[config.mk]
export PLATFORM = sky130hd
export DESIGN_NAME = sha1_stream_hash
export DESIGN_NICKNAME = d
export VERILOG_FILES = /design/src/hdl/sha1s_pkg.sv /design/src/hdl/sha1s_front.sv /design/src/hdl/sha1s_core.sv /design/src/hdl/sha1_stream_hash.sv
export SDC_FILE = /design/constraint.sdc
export NUM_CORES = 2
export LEC_CHECK = 0
export CORE_UTILIZATION = 30
export CTS_CLUSTER_DIAMETER = 80
export DETAILED_ROUTE_END_ITERATION = 10
export DONT_BUFFER_PORTS = 1
export GPL_TIMING_DRIVEN = 0
export PLACE_DENSITY = 0.55
export SLEW_MARGIN = 25
export SYNTH_ARGS = -nofsm -noshare
export SYNTH_HDL_FRONTEND = slang
export SYNTH_SLANG_ARGS = --single-unit
[constraint.sdc]
create_clock -name clk -period 8.85 [get_ports clk]
set_clock_uncertainty 0.2 [all_clocks]
set_input_delay 2.2125 -clock clk [delete_from_list [all_inputs] [get_ports clk]]
set_output_delay 2.2125 -clock clk [all_outputs]
set_load 0.01 [all_outputs]
[src/hdl/sha1s_pkg.sv]
// shared types and constants for the sha-1 stream hasher
package sha1s_pkg;

  localparam logic [31:0] IV0 = 32'h67452301;
  localparam logic [31:0] IV1 = 32'hefcdab89;
  localparam logic [31:0] IV2 = 32'h98badcfe;
  localparam logic [31:0] IV3 = 32'h10325476;
  localparam logic [31:0] IV4 = 32'hc3d2e1f0;
  localparam logic [31:0] K0 = 32'h5a827999;
  localparam logic [31:0] K1 = 32'h6ed9eba1;
  localparam logic [31:0] K2 = 32'h8f1bbcdc;
  localparam logic [31:0] K3 = 32'hca62c1d6;
  localparam logic [7:0] PAD_BYTE = 8'h80;
  localparam int QDEPTH = 4;

  typedef struct packed {
    logic [7:0] data;
    logic       byte_vld;
    logic       eom;
  } item_t;

  typedef enum logic [2:0] {
    ST_IDLE, ST_PAD, ST_LEN, ST_ROUND, ST_FINAL, ST_OUT
  } bstate_t;

  function automatic logic [31:0] round_k(input logic [6:0] t);
    if (t < 7'd20) return K0;
    else if (t < 7'd40) return K1;
    else if (t < 7'd60) return K2;
    else return K3;
  endfunction

endpackage

[src/hdl/sha1s_front.sv]
// input front: accepts items into a short queue
module sha1s_front (
  input  logic             clk,
  input  logic             rst_n,
  input  logic             in_valid,
  output logic             in_stall,
  input  logic [7:0]       in_data_byte,
  input  logic             in_byte_valid,
  input  logic             in_end_of_message,
  output logic             q_valid,
  output sha1s_pkg::item_t q_item,
  input  logic             q_pop
);
  import sha1s_pkg::*;

  item_t mem_r [QDEPTH];
  logic [1:0] wp_r, rp_r;
  logic [2:0] cnt_r;
  logic push, pop;

  assign in_stall = (cnt_r == 3'(QDEPTH));
  // items with nothing to do are dropped here
  assign push = in_valid && !in_stall && (in_byte_valid || in_end_of_message);
  assign q_valid = (cnt_r != 3'd0);
  assign pop = q_pop && q_valid;
  assign q_item = mem_r[rp_r];

  always_ff @(posedge clk) begin
    if (push) mem_r[wp_r] <= '{in_data_byte, in_byte_valid, in_end_of_message};
  end

  always_ff @(posedge clk) begin
    if (!rst_n) begin
      wp_r <= '0; rp_r <= '0; cnt_r <= '0;
    end else begin
      if (push) wp_r <= wp_r + 2'd1;
      if (pop) rp_r <= rp_r + 2'd1;
      cnt_r <= cnt_r + 3'(push) - 3'(pop);
    end
  end

  a_cnt: assert property (@(posedge clk) disable iff (!rst_n) cnt_r <= 3'(QDEPTH))
    else $error("queue count overflow");
  a_noover: assert property (@(posedge clk) disable iff (!rst_n)
    (cnt_r == 3'(QDEPTH) && !pop) |=> cnt_r == 3'(QDEPTH))
    else $error("full queue lost entry");
  a_empty: assert property (@(posedge clk) disable iff (!rst_n)
    (cnt_r == 3'd0 && !push) |=> !q_valid)
    else $error("empty queue shows valid");
endmodule

[src/hdl/sha1s_core.sv]
// back end: block packing, padding, 80-round compression, digest output
module sha1s_core (
  input  logic             clk,
  input  logic             rst_n,
  input  logic             q_valid,
  input  sha1s_pkg::item_t q_item,
  output logic             q_pop,
  output logic             out_valid,
  input  logic             out_stall,
  output logic [31:0]      out_digest_word,
  output logic [2:0]       out_word_index,
  output logic             out_last_word
);
  import sha1s_pkg::*;

  bstate_t st_r, st_nxt, ret_r, ret_nxt;
  logic [31:0] h_r [5];
  logic [31:0] w_r [16];
  logic [31:0] a_r, b_r, c_r, d_r, e_r;
  logic [5:0] cnt_r;
  logic [63:0] len_r;
  logic [6:0] t_r;
  logic [2:0] idx_r;
  logic [2:0] lbyte_r;

  logic put;
  logic [7:0] pbyte;
  logic [31:0] wt, f, tmp, wsched;

  always_comb begin
    wsched = w_r[13] ^ w_r[8] ^ w_r[2] ^ w_r[0];
    wt = (t_r < 7'd16) ? w_r[0] : {wsched[30:0], wsched[31]};
    if (t_r < 7'd20) f = (b_r & c_r) | (~b_r & d_r);
    else if (t_r < 7'd40) f = b_r ^ c_r ^ d_r;
    else if (t_r < 7'd60) f = (b_r & c_r) | (b_r & d_r) | (c_r & d_r);
    else f = b_r ^ c_r ^ d_r;
    tmp = {a_r[26:0], a_r[31:27]} + f + e_r + round_k(t_r) + wt;
  end

  always_comb begin
    st_nxt = st_r;
    ret_nxt = ret_r;
    q_pop = 1'b0;
    put = 1'b0;
    pbyte = q_item.data;
    unique case (st_r)
      ST_IDLE: if (q_valid) begin
        q_pop = 1'b1;
        put = q_item.byte_vld;
        ret_nxt = q_item.eom ? ST_PAD : ST_IDLE;
        if (q_item.byte_vld && cnt_r == 6'd63) st_nxt = ST_ROUND;
        else if (q_item.eom) st_nxt = ST_PAD;
      end
      ST_PAD: begin
        // first pad byte after the message is 0x80, rest zero
        put = 1'b1;
        pbyte = ret_r == ST_PAD ? PAD_BYTE : 8'h00;
        ret_nxt = ST_LEN;
        if (cnt_r == 6'd63) st_nxt = ST_ROUND;
        else if (cnt_r == 6'd55) st_nxt = ST_LEN;
      end
      ST_LEN: begin
        if (cnt_r < 6'd56) begin
          put = 1'b1; pbyte = 8'h00; ret_nxt = ST_LEN;
          if (cnt_r == 6'd63) st_nxt = ST_ROUND;
        end else begin
          put = 1'b1;
          pbyte = len_r[8*(7-lbyte_r) +: 8];
          ret_nxt = ST_OUT;
          if (cnt_r == 6'd63) st_nxt = ST_ROUND;
        end
      end
      ST_ROUND: if (t_r == 7'd79) st_nxt = ST_FINAL;
      ST_FINAL: begin
        if (ret_r == ST_IDLE) st_nxt = ST_IDLE;
        else if (ret_r == ST_PAD) st_nxt = ST_PAD;
        else if (ret_r == ST_LEN) st_nxt = ST_LEN;
        else st_nxt = ST_OUT;
      end
      ST_OUT: if (!out_stall && idx_r == 3'd4) st_nxt = ST_IDLE;
      default: st_nxt = ST_IDLE;
    endcase
  end

  // ST_PAD entered from a full block with ret ST_PAD still needs the 0x80
  always_ff @(posedge clk) begin
    if (!rst_n) begin
      st_r <= ST_IDLE; ret_r <= ST_IDLE;
    end else begin
      st_r <= st_nxt; ret_r <= ret_nxt;
    end
  end

  always_ff @(posedge clk) begin
    if (!rst_n) begin
      cnt_r <= '0; len_r <= '0; t_r <= '0; idx_r <= '0; lbyte_r <= '0;
      h_r[0] <= IV0; h_r[1] <= IV1; h_r[2] <= IV2; h_r[3] <= IV3; h_r[4] <= IV4;
    end else begin
      if (put) begin
        w_r[cnt_r[5:2]] <= (cnt_r[1:0] == 2'd0) ? {pbyte, 24'h0} :
          (w_r[cnt_r[5:2]] | ({24'h0, pbyte} << (5'd24 - {cnt_r[1:0], 3'd0})));
        cnt_r <= cnt_r + 6'd1;
        if (st_r == ST_IDLE) len_r <= len_r + 64'd8;
        if (st_r == ST_LEN && cnt_r >= 6'd56) lbyte_r <= lbyte_r + 3'd1;
        if (cnt_r == 6'd63) begin
          t_r <= '0;
          a_r <= h_r[0]; b_r <= h_r[1]; c_r <= h_r[2]; d_r <= h_r[3]; e_r <= h_r[4];
        end
      end
      if (st_r == ST_ROUND) begin
        if (t_r >= 7'd16) begin
          for (int i = 0; i < 15; i++) w_r[i] <= w_r[i+1];
          w_r[15] <= wt;
        end else begin
          for (int i = 0; i < 15; i++) w_r[i] <= w_r[i+1];
          w_r[15] <= w_r[0];
        end
        e_r <= d_r; d_r <= c_r; c_r <= {b_r[1:0], b_r[31:2]}; b_r <= a_r; a_r <= tmp;
        t_r <= t_r + 7'd1;
      end
      if (st_r == ST_FINAL) begin
        h_r[0] <= h_r[0] + a_r; h_r[1] <= h_r[1] + b_r; h_r[2] <= h_r[2] + c_r;
        h_r[3] <= h_r[3] + d_r; h_r[4] <= h_r[4] + e_r;
        idx_r <= '0;
      end
      if (st_r == ST_OUT && !out_stall) begin
        idx_r <= (idx_r == 3'd4) ? 3'd0 : idx_r + 3'd1;
        if (idx_r == 3'd4) begin
          h_r[0] <= IV0; h_r[1] <= IV1; h_r[2] <= IV2; h_r[3] <= IV3; h_r[4] <= IV4;
          cnt_r <= '0; len_r <= '0; lbyte_r <= '0;
        end
      end
    end
  end

  assign out_valid = (st_r == ST_OUT);
  assign out_digest_word = h_r[idx_r];
  assign out_word_index = idx_r;
  assign out_last_word = (idx_r == 3'd4);

  a_idx: assert property (@(posedge clk) disable iff (!rst_n) out_valid |-> idx_r <= 3'd4)
    else $error("digest index out of range");
  a_pop: assert property (@(posedge clk) disable iff (!rst_n) q_pop |-> st_r == ST_IDLE)
    else $error("pop outside idle");
  a_rnd: assert property (@(posedge clk) disable iff (!rst_n)
    (st_r == ST_ROUND && t_r == 7'd79) |=> st_r == ST_FINAL)
    else $error("round count slip");
endmodule

[src/hdl/sha1_stream_hash.sv]
// top level of the sha-1 stream hasher
// usage:
//   in channel: one message byte per transaction (in_data_byte, in_byte_valid),
//   in_end_of_message on the last transaction; byte_valid 0 with end of
//   message hashes whatever came before (empty message allowed).
//   out channel: five transactions per message, digest words 0..4,
//   most significant first, out_last_word on the fifth.
// throughput: the back end takes one byte a cycle from the queue while idle,
//   and each full 64-byte block then stops intake for the round loop (one
//   round a cycle) and the chaining update. padding adds one or two
//   compressions before the digest appears.
// a four-entry queue holds incoming transactions while the round loop runs.
// reset clears the queue, the length count and loads the initial chaining
//   words. a stalled result holds its word; the back end waits on it and
//   the queue keeps taking input until full.
module sha1_stream_hash (
  input  logic        clk,
  input  logic        rst_n,
  input  logic        in_valid,
  output logic        in_stall,
  input  logic [7:0]  in_data_byte,
  input  logic        in_byte_valid,
  input  logic        in_end_of_message,
  output logic        out_valid,
  input  logic        out_stall,
  output logic [31:0] out_digest_word,
  output logic [2:0]  out_word_index,
  output logic        out_last_word
);
  import sha1s_pkg::*;

  logic  q_valid, q_pop;
  item_t q_item;

  sha1s_front u_front (
    .clk, .rst_n, .in_valid, .in_stall, .in_data_byte, .in_byte_valid,
    .in_end_of_message, .q_valid, .q_item, .q_pop
  );

  sha1s_core u_core (
    .clk, .rst_n, .q_valid, .q_item, .q_pop, .out_valid, .out_stall,
    .out_digest_word, .out_word_index, .out_last_word
  );
endmodule

Word level (Yosys, flattened, before mapping)

Memories as Yosys holds them, arrays and structs flattened. A register that Yosys moved wholly into a read port is not among the register bits.
Index checks and enable logic that the tools add are counted.

Memories kept: 3
Word-level logic and storage cells: 247
Bits in writable memories: 712
Flip-flop bits (word level): 256
Input bits: 14

Multiplexer cells: 118
Add/sub/neg operators: 20
Bitwise gates (word level): 40
Shift operators: 2
Equality and inequality tests: 18
Reductions and logical operators: 24
$lt $le $gt $ge: 7

Memory list:

| name          | depth | bits a word | read ports | clocked after memory_dff | wr ports | RTL line          | RTL |
|---|---|---|---|---|---|---|---|
| u_core.w_r    | 16    | 32          | 17         | 1                        | 16       | sha1s_core.sv:18  | `logic [31:0] w_r [16];` |
| u_core.h_r    | 5     | 32          | 6          | 1                        | 5        | sha1s_core.sv:17  | `logic [31:0] h_r [5];` |
| u_front.mem_r | 4     | 10          | 1          | 1                        | 1        | sha1s_front.sv:16 | `item_t mem_r [QDEPTH];` |

Operators with widths:

| cell                                                                          | count |
|---|---|
| 32-bit two-way mux                                                            | 49 |
| 32-bit adder                                                                  | 9 |
| 64-bit two-way mux                                                            | 4 |
| 32-bit bitwise XOR                                                            | 5 |
| 32-bit AND                                                                    | 4 |
| 32-bit OR                                                                     | 4 |
| 3-bit two-way mux                                                             | 22 |
| 64-bit by 4-bit adder with 64-bit output (second input constant)              | 1 |
| 64-bit by 33-bit variable part select with 8-bit output                       | 1 |
| 32-bit NOT                                                                    | 1 |
| 32-bit OR reduction                                                           | 1 |
| 8-bit by 5-bit left shift with 32-bit output                                  | 1 |
| 31-bit two-way mux                                                            | 1 |
| 1-bit two-way mux                                                             | 26 |
| 1-bit OR                                                                      | 26 |
| 7-bit two-way mux                                                             | 3 |
| 6-bit two-way mux                                                             | 3 |
| 3-bit case mux with 6 select lines                                            | 1 |
| 8-bit two-way mux                                                             | 2 |
| 8-bit case mux with 2 select lines                                            | 1 |
| 7-bit by 5-bit less-than comparator with 1-bit output (second input constant) | 2 |
| 7-bit by 6-bit less-than comparator with 1-bit output (second input constant) | 2 |
| 3-bit equality test (second input constant)                                   | 4 |
| 6-bit equality test (second input constant)                                   | 2 |
| other kinds (32)                                                              | 54 |

Depth between registers and ports, before layout

Depth in word-level cells: 11
Mapped depth: 26
Gate-level depth less buffers: 23

Hierarchy

From an unflattened synthesis, not the netlist that was laid out.

Cell total of the unflattened synthesis: 5334
Area total of the unflattened synthesis: 57928.1 µm²

Modules (own cells, without submodules):

| module      | cells each | instances | area each (µm²) |
|---|---|---|---|
| sha1s_core  | 5234       | 1         | 56007.5 |
| sha1s_front | 100        | 1         | 1920.6 |

Worst setup path before layout

No wires, ideal clock.

Path type: in2reg
From: input port out_stall
To: memory u_core.h_r[0][0] (enable)
Required time: 8.102 ns
Setup time: 0.548 ns
Cell stages on the path: 3
Buffers on the path: 0
Arrival: 6.735 ns
Path slack: 1.367 ns
Cells stage by stage: or2_2 > o21ai_1 > nand2b_1

RTL lines:

| element            | RTL line               | RTL |
|---|---|---|
| start: declaration | sha1_stream_hash.sv:25 | `input logic out_stall,` |
| end: declaration   | sha1s_core.sv:17       |  |

Final worst setup path

From: register u_core.t_r[5]
To: register u_core.a_r[31] (data pin)

Longest elaborated chain between the ends: 9
Elaborated cells between the ends (all ways): 16
Classes of those cells: 4 x add/sub; 4 x order compare; 8 x mux

RTL lines:

| element                                               | RTL line                          | RTL |
|---|---|---|
| start: declaration                                    | sha1s_core.sv:22                  | `logic [6:0] t_r;` |
| start signal: assignment                              | sha1s_core.sv:119                 | `t_r <= t_r + 7'd1;` |
| 7-bit by 6-bit less-than comparator with 1-bit output | sha1s_pkg.sv:29, sha1s_core.sv:35 |  |
| 32-bit two-way mux                                    | sha1s_core.sv:35                  | `else if (t_r < 7'd60) f = (b_r & c_r) \| (b_r & d_r) \| (c_r & d_r);` |
| 32-bit two-way mux                                    | sha1s_core.sv:34                  | `else if (t_r < 7'd40) f = b_r ^ c_r ^ d_r;` |
| 32-bit two-way mux                                    | sha1s_core.sv:33                  | `if (t_r < 7'd20) f = (b_r & c_r) \| (~b_r & d_r);` |
| 32-bit adder (3 in a row)                             | sha1s_core.sv:37                  | `tmp = {a_r[26:0], a_r[31:27]} + f + e_r + round_k(t_r) + wt;` |
| 32-bit adder *                                        | sha1s_core.sv:37                  |  |
| 32-bit two-way mux *                                  | sha1s_core.sv:110                 | `if (st_r == ST_ROUND) begin` |
| end signal: assignment                                | sha1s_core.sv:107                 | `a_r <= h_r[0]; b_r <= h_r[1]; c_r <= h_r[2]; d_r <= h_r[3]; e_r <= h_r[4];` |
| end signal: assignment                                | sha1s_core.sv:118                 | `e_r <= d_r; d_r <= c_r; c_r <= {b_r[1:0], b_r[31:2]}; b_r <= a_r; a_r <= tmp;` |
| end: declaration                                      | sha1s_core.sv:19                  | `logic [31:0] a_r, b_r, c_r, d_r, e_r;` |

Mark *: on every way between the ends. The rest lies on a longest branch, timed or not.
A chain may end at the register's enable or synchronous reset.

==> run_results.csv <==
group,metric,value,unit
synth,synth_edf_count,872,
critical_path,r2r_cells,24,
cells_and_area,drive_above_1_share,10.04,%
floorplanning,dieArea,194500,um^2
cells_and_area,mostFrequentLayoutCell,"nand2_1",
synth,synthArstFlopShare,0,%
routing,avgRoutedWirePerCell,25.28,um
job,max_cap_violations,0,
power,power.density,224.6,nW/um^2
critical_path,worstSetupEndpointType,"flop",
synth,avgSynthCellArea,10.71,um^2
cells_and_area,fin_area,65840,um^2
timing,setup_tns,0,ps
clocking,cts_hold_buffers,0,
power,p_leak,0.02496,uW
routing,route.detailed.drc,0,
placed_design,placed_area,62480,um^2
timing,slew_headroom,20.94,%
floorplanning,core,190800,um^2
placed_design,place_ws,676.3,ps
cells_and_area,final_cell_mix,"nand2_1, edfxtp_1, nor2_1, inv_1, ha_1",
routing,drtPass1Iterations,5,
floorplanning,dieHeight,441.0,um
timing,setup_viol,0,
cells_and_area,num-nets-final,5930,
timing,min_period,8391,ps
routing,viasPerCell,5.425,
clocking,cts_buffers,104,
timing,period_share,94.81,%
synth,synthCells,5397,
timing,grt_setup_unrepaired,"false",
synth,ys_types,80,
routing,ant_nets,0,
placed_design,dp_hpwl,151.8,mm
global_route,grt-ovfl-total,0,
synth,syn-num-nets,5768,
global_route,grt_pass1_wl,297.5,mm
clocking,clock_path_buffers,3,
min_path,hold_start,"u_core.len_r[22]",
floorplanning,ios,52,
synth,ys_ff_latch,970,
cells_and_area,synthToLayoutAreaGrowth,13.85,%
clocking,htree_levels,3,
routing,first_iter_violations,5659,
critical_path,r2r-end,"u_core.a_r[31]",
power,peakVddDrop,0.1543,mV
routing,wl,206.3,mm
clocking,clk_pin_slew_worst_paths,60,ps
timing,fin_ws,459.4,ps
critical_path,worstSetupPathType,"reg2reg",
cells_and_area,nFillCells,18970,
synth,yosysWarnings,0,
critical_path,worst_ep_arrival_time,8630,ps
synth,seq_area_frac_synth,48.67,%
timing,slew_violations,0,
clocking,cts_resized,0,
timing,fmax,119.2,MHz
clocking,cts.sinks,970,
clocking,cts-root-buf,"clkbuf_16",
critical_path,cp_data_required_time,9090,ps
clocking,cts_tree,"done",
cells_and_area,utilization,34.51,%
critical_path,crit_fanout,10,
global_route,grt_antenna_before_repair,5,
placed_design,gp_congestion,0.9303,
critical_path,r2r_slack,460,ps
timing,tightest_slew,1186,ps
timing,hold_ws,315.2,ps
critical_path,reg2reg_from,"u_core.t_r[5]",
floorplanning,rows,160,
floorplanning,die_w,441.0,um
critical_path,cp-start-kind,"flop",
min_path,whs_path_depth,2,
min_path,hp-class,"reg2reg",
clocking,cts_setup_buffers,0,
timing,hold_violations,0,
global_route,grt_max_degree,46,
routing,vias,44260,
global_route,gr-usage-all-layers,20.97,%
run_status,status,"finished, final reports clean",
min_path,min_to,"u_core.len_r[22]",
clocking,clock_latency,760,ps
placed_design,port_buffers,0,
global_route,grt_pass1_vias,42980,
floorplanning,initial_core_util,30.31,%
synth,syn_area,57830,um^2
synth,synthFlopType,"edfxtp_1",
[routing by layer]
metal | GRT usage, % | part of all wire, % | vias to the layer above
met2 | 33.20 | 46 | 2314
met1 | 28.21 | 41 | 22170
li1 | - | - | 19380
met3 | 3.896 | 9.2 | 401
met4 | 8.321 | 4.3 | 0
met5 | 0 | 0 | -
[state kept, by name, summed over array words and instances, names as in the netlist, 6 cells and up, named ones only]
signal and count:
u_core.a_r 32, u_core.b_r 32, u_core.c_r 32, u_core.cnt_r 6, u_core.d_r 32, u_core.e_r 32, u_core.h_r 160, u_core.len_r 61
u_core.t_r 7, u_core.w_r 512, u_front.mem_r 40
[worst max-delay path by stage]
stage / start / endpoint / slack [ps] / cells after the start
4_1_cts: u_core.t_r[5] / u_core.a_r[30] / 590 / 24
3_5_place_dp: u_core.t_r[5] / u_core.a_r[30] / 680 / 24
5_1_grt: u_core.t_r[5] / u_core.a_r[30] / 290 / 24
2_1_floorplan: out_stall / u_core.h_r[0][0] / 1370 / 3
3_3_place_gp: out_stall / u_core.h_r[2][23] / -2200 / 3
6_report: u_core.t_r[5] / u_core.a_r[31] / 460 / 24
[power breakdown]
group	internal [uW]	leakage, uW	switching, uW
Clock	2390	0.00162	2010
Sequential	5570	0.00848	137
Combinational	1750	0.0149	2930
[cell families after synthesis]
family,Yosys count,synth area share (%)
AO/OA/AOI/OAI,785,8.687
adder cells (fa/ha/maj),357,9.347
flip-flops,970,48.67
multiplexers,265,9.308
buffers and inverters,496,3.295
XOR/XNOR,327,4.953
AND/OR/NAND/NOR,2197,15.74
[cells in the mapped netlist, types with 29 or more instances]
cell / n / area, um^2
dfxtp_1: 98 / 1962
fa_1: 125 / 2502
nand3_1: 62 / 310.3
a21o_1: 156 / 1171
o21bai_1: 29 / 217.7
ha_1: 232 / 2903
mux4_2: 215 / 4842
edfxtp_1: 872 / 26190
a21oi_1: 167 / 835.8
inv_1: 238 / 893.4
nand4_1: 33 / 206.5
and3_1: 32 / 200.2
a31oi_1: 29 / 181.4
nand2b_1: 35 / 219.0
xnor2_1: 207 / 1813
nor2_1: 303 / 1137
o21ai_0: 223 / 1116
mux2_2: 32 / 360.4
nand2_1: 1523 / 5717
and2_1: 34 / 212.7
nor3_1: 52 / 260.3
xor2_1: 120 / 1051
buf_1: 29 / 108.9
nor2b_1: 63 / 394.1
clkbuf_1: 198 / 743.2
[final cells by class]
cell class | count | area [um^2] | share of cell area (%)
buffer | 258 | 1059 | 1.608
antenna | 3 | 7.507 | 0.01140
clock inverter | 62 | 560.5 | 0.8514
timing repair buffer | 56 | 1254 | 1.904
tap | 2511 | 3142 | 4.772
multi-input combinational | 3931 | 27990 | 42.52
clock buffer | 130 | 2781 | 4.225
inverter | 238 | 893.4 | 1.357
sequential | 970 | 28150 | 42.75
[critical path, cell delays in order, from the launching register on]
cell	delay (ps)
dfxtp_1	300
clkbuf_1	360
o21ai_0	250
or3_1	390
clkbuf_1	450
nand2_1	480
clkbuf_1	830
o21ai_0	380
fa_1	610
inv_1	50
fa_1	530
inv_1	60
fa_1	540
inv_1	40
ha_1	330
o21a_1	200
o31a_1	150
o21bai_1	260
a21oi_1	170
o2111ai_1	460
a31o_2	280
o21ai_0	110
a21oi_1	380
xnor2_1	170
o21ai_0	90
[metrics by stage]
step	power [uW]	instances
floorplan	8947	5397
global placement	10200	7908
detailed placement	10390	7964
CTS	14760	8156
global route	15460	8157
finish	14790	8159
Power figures use the tool's default switching activity.
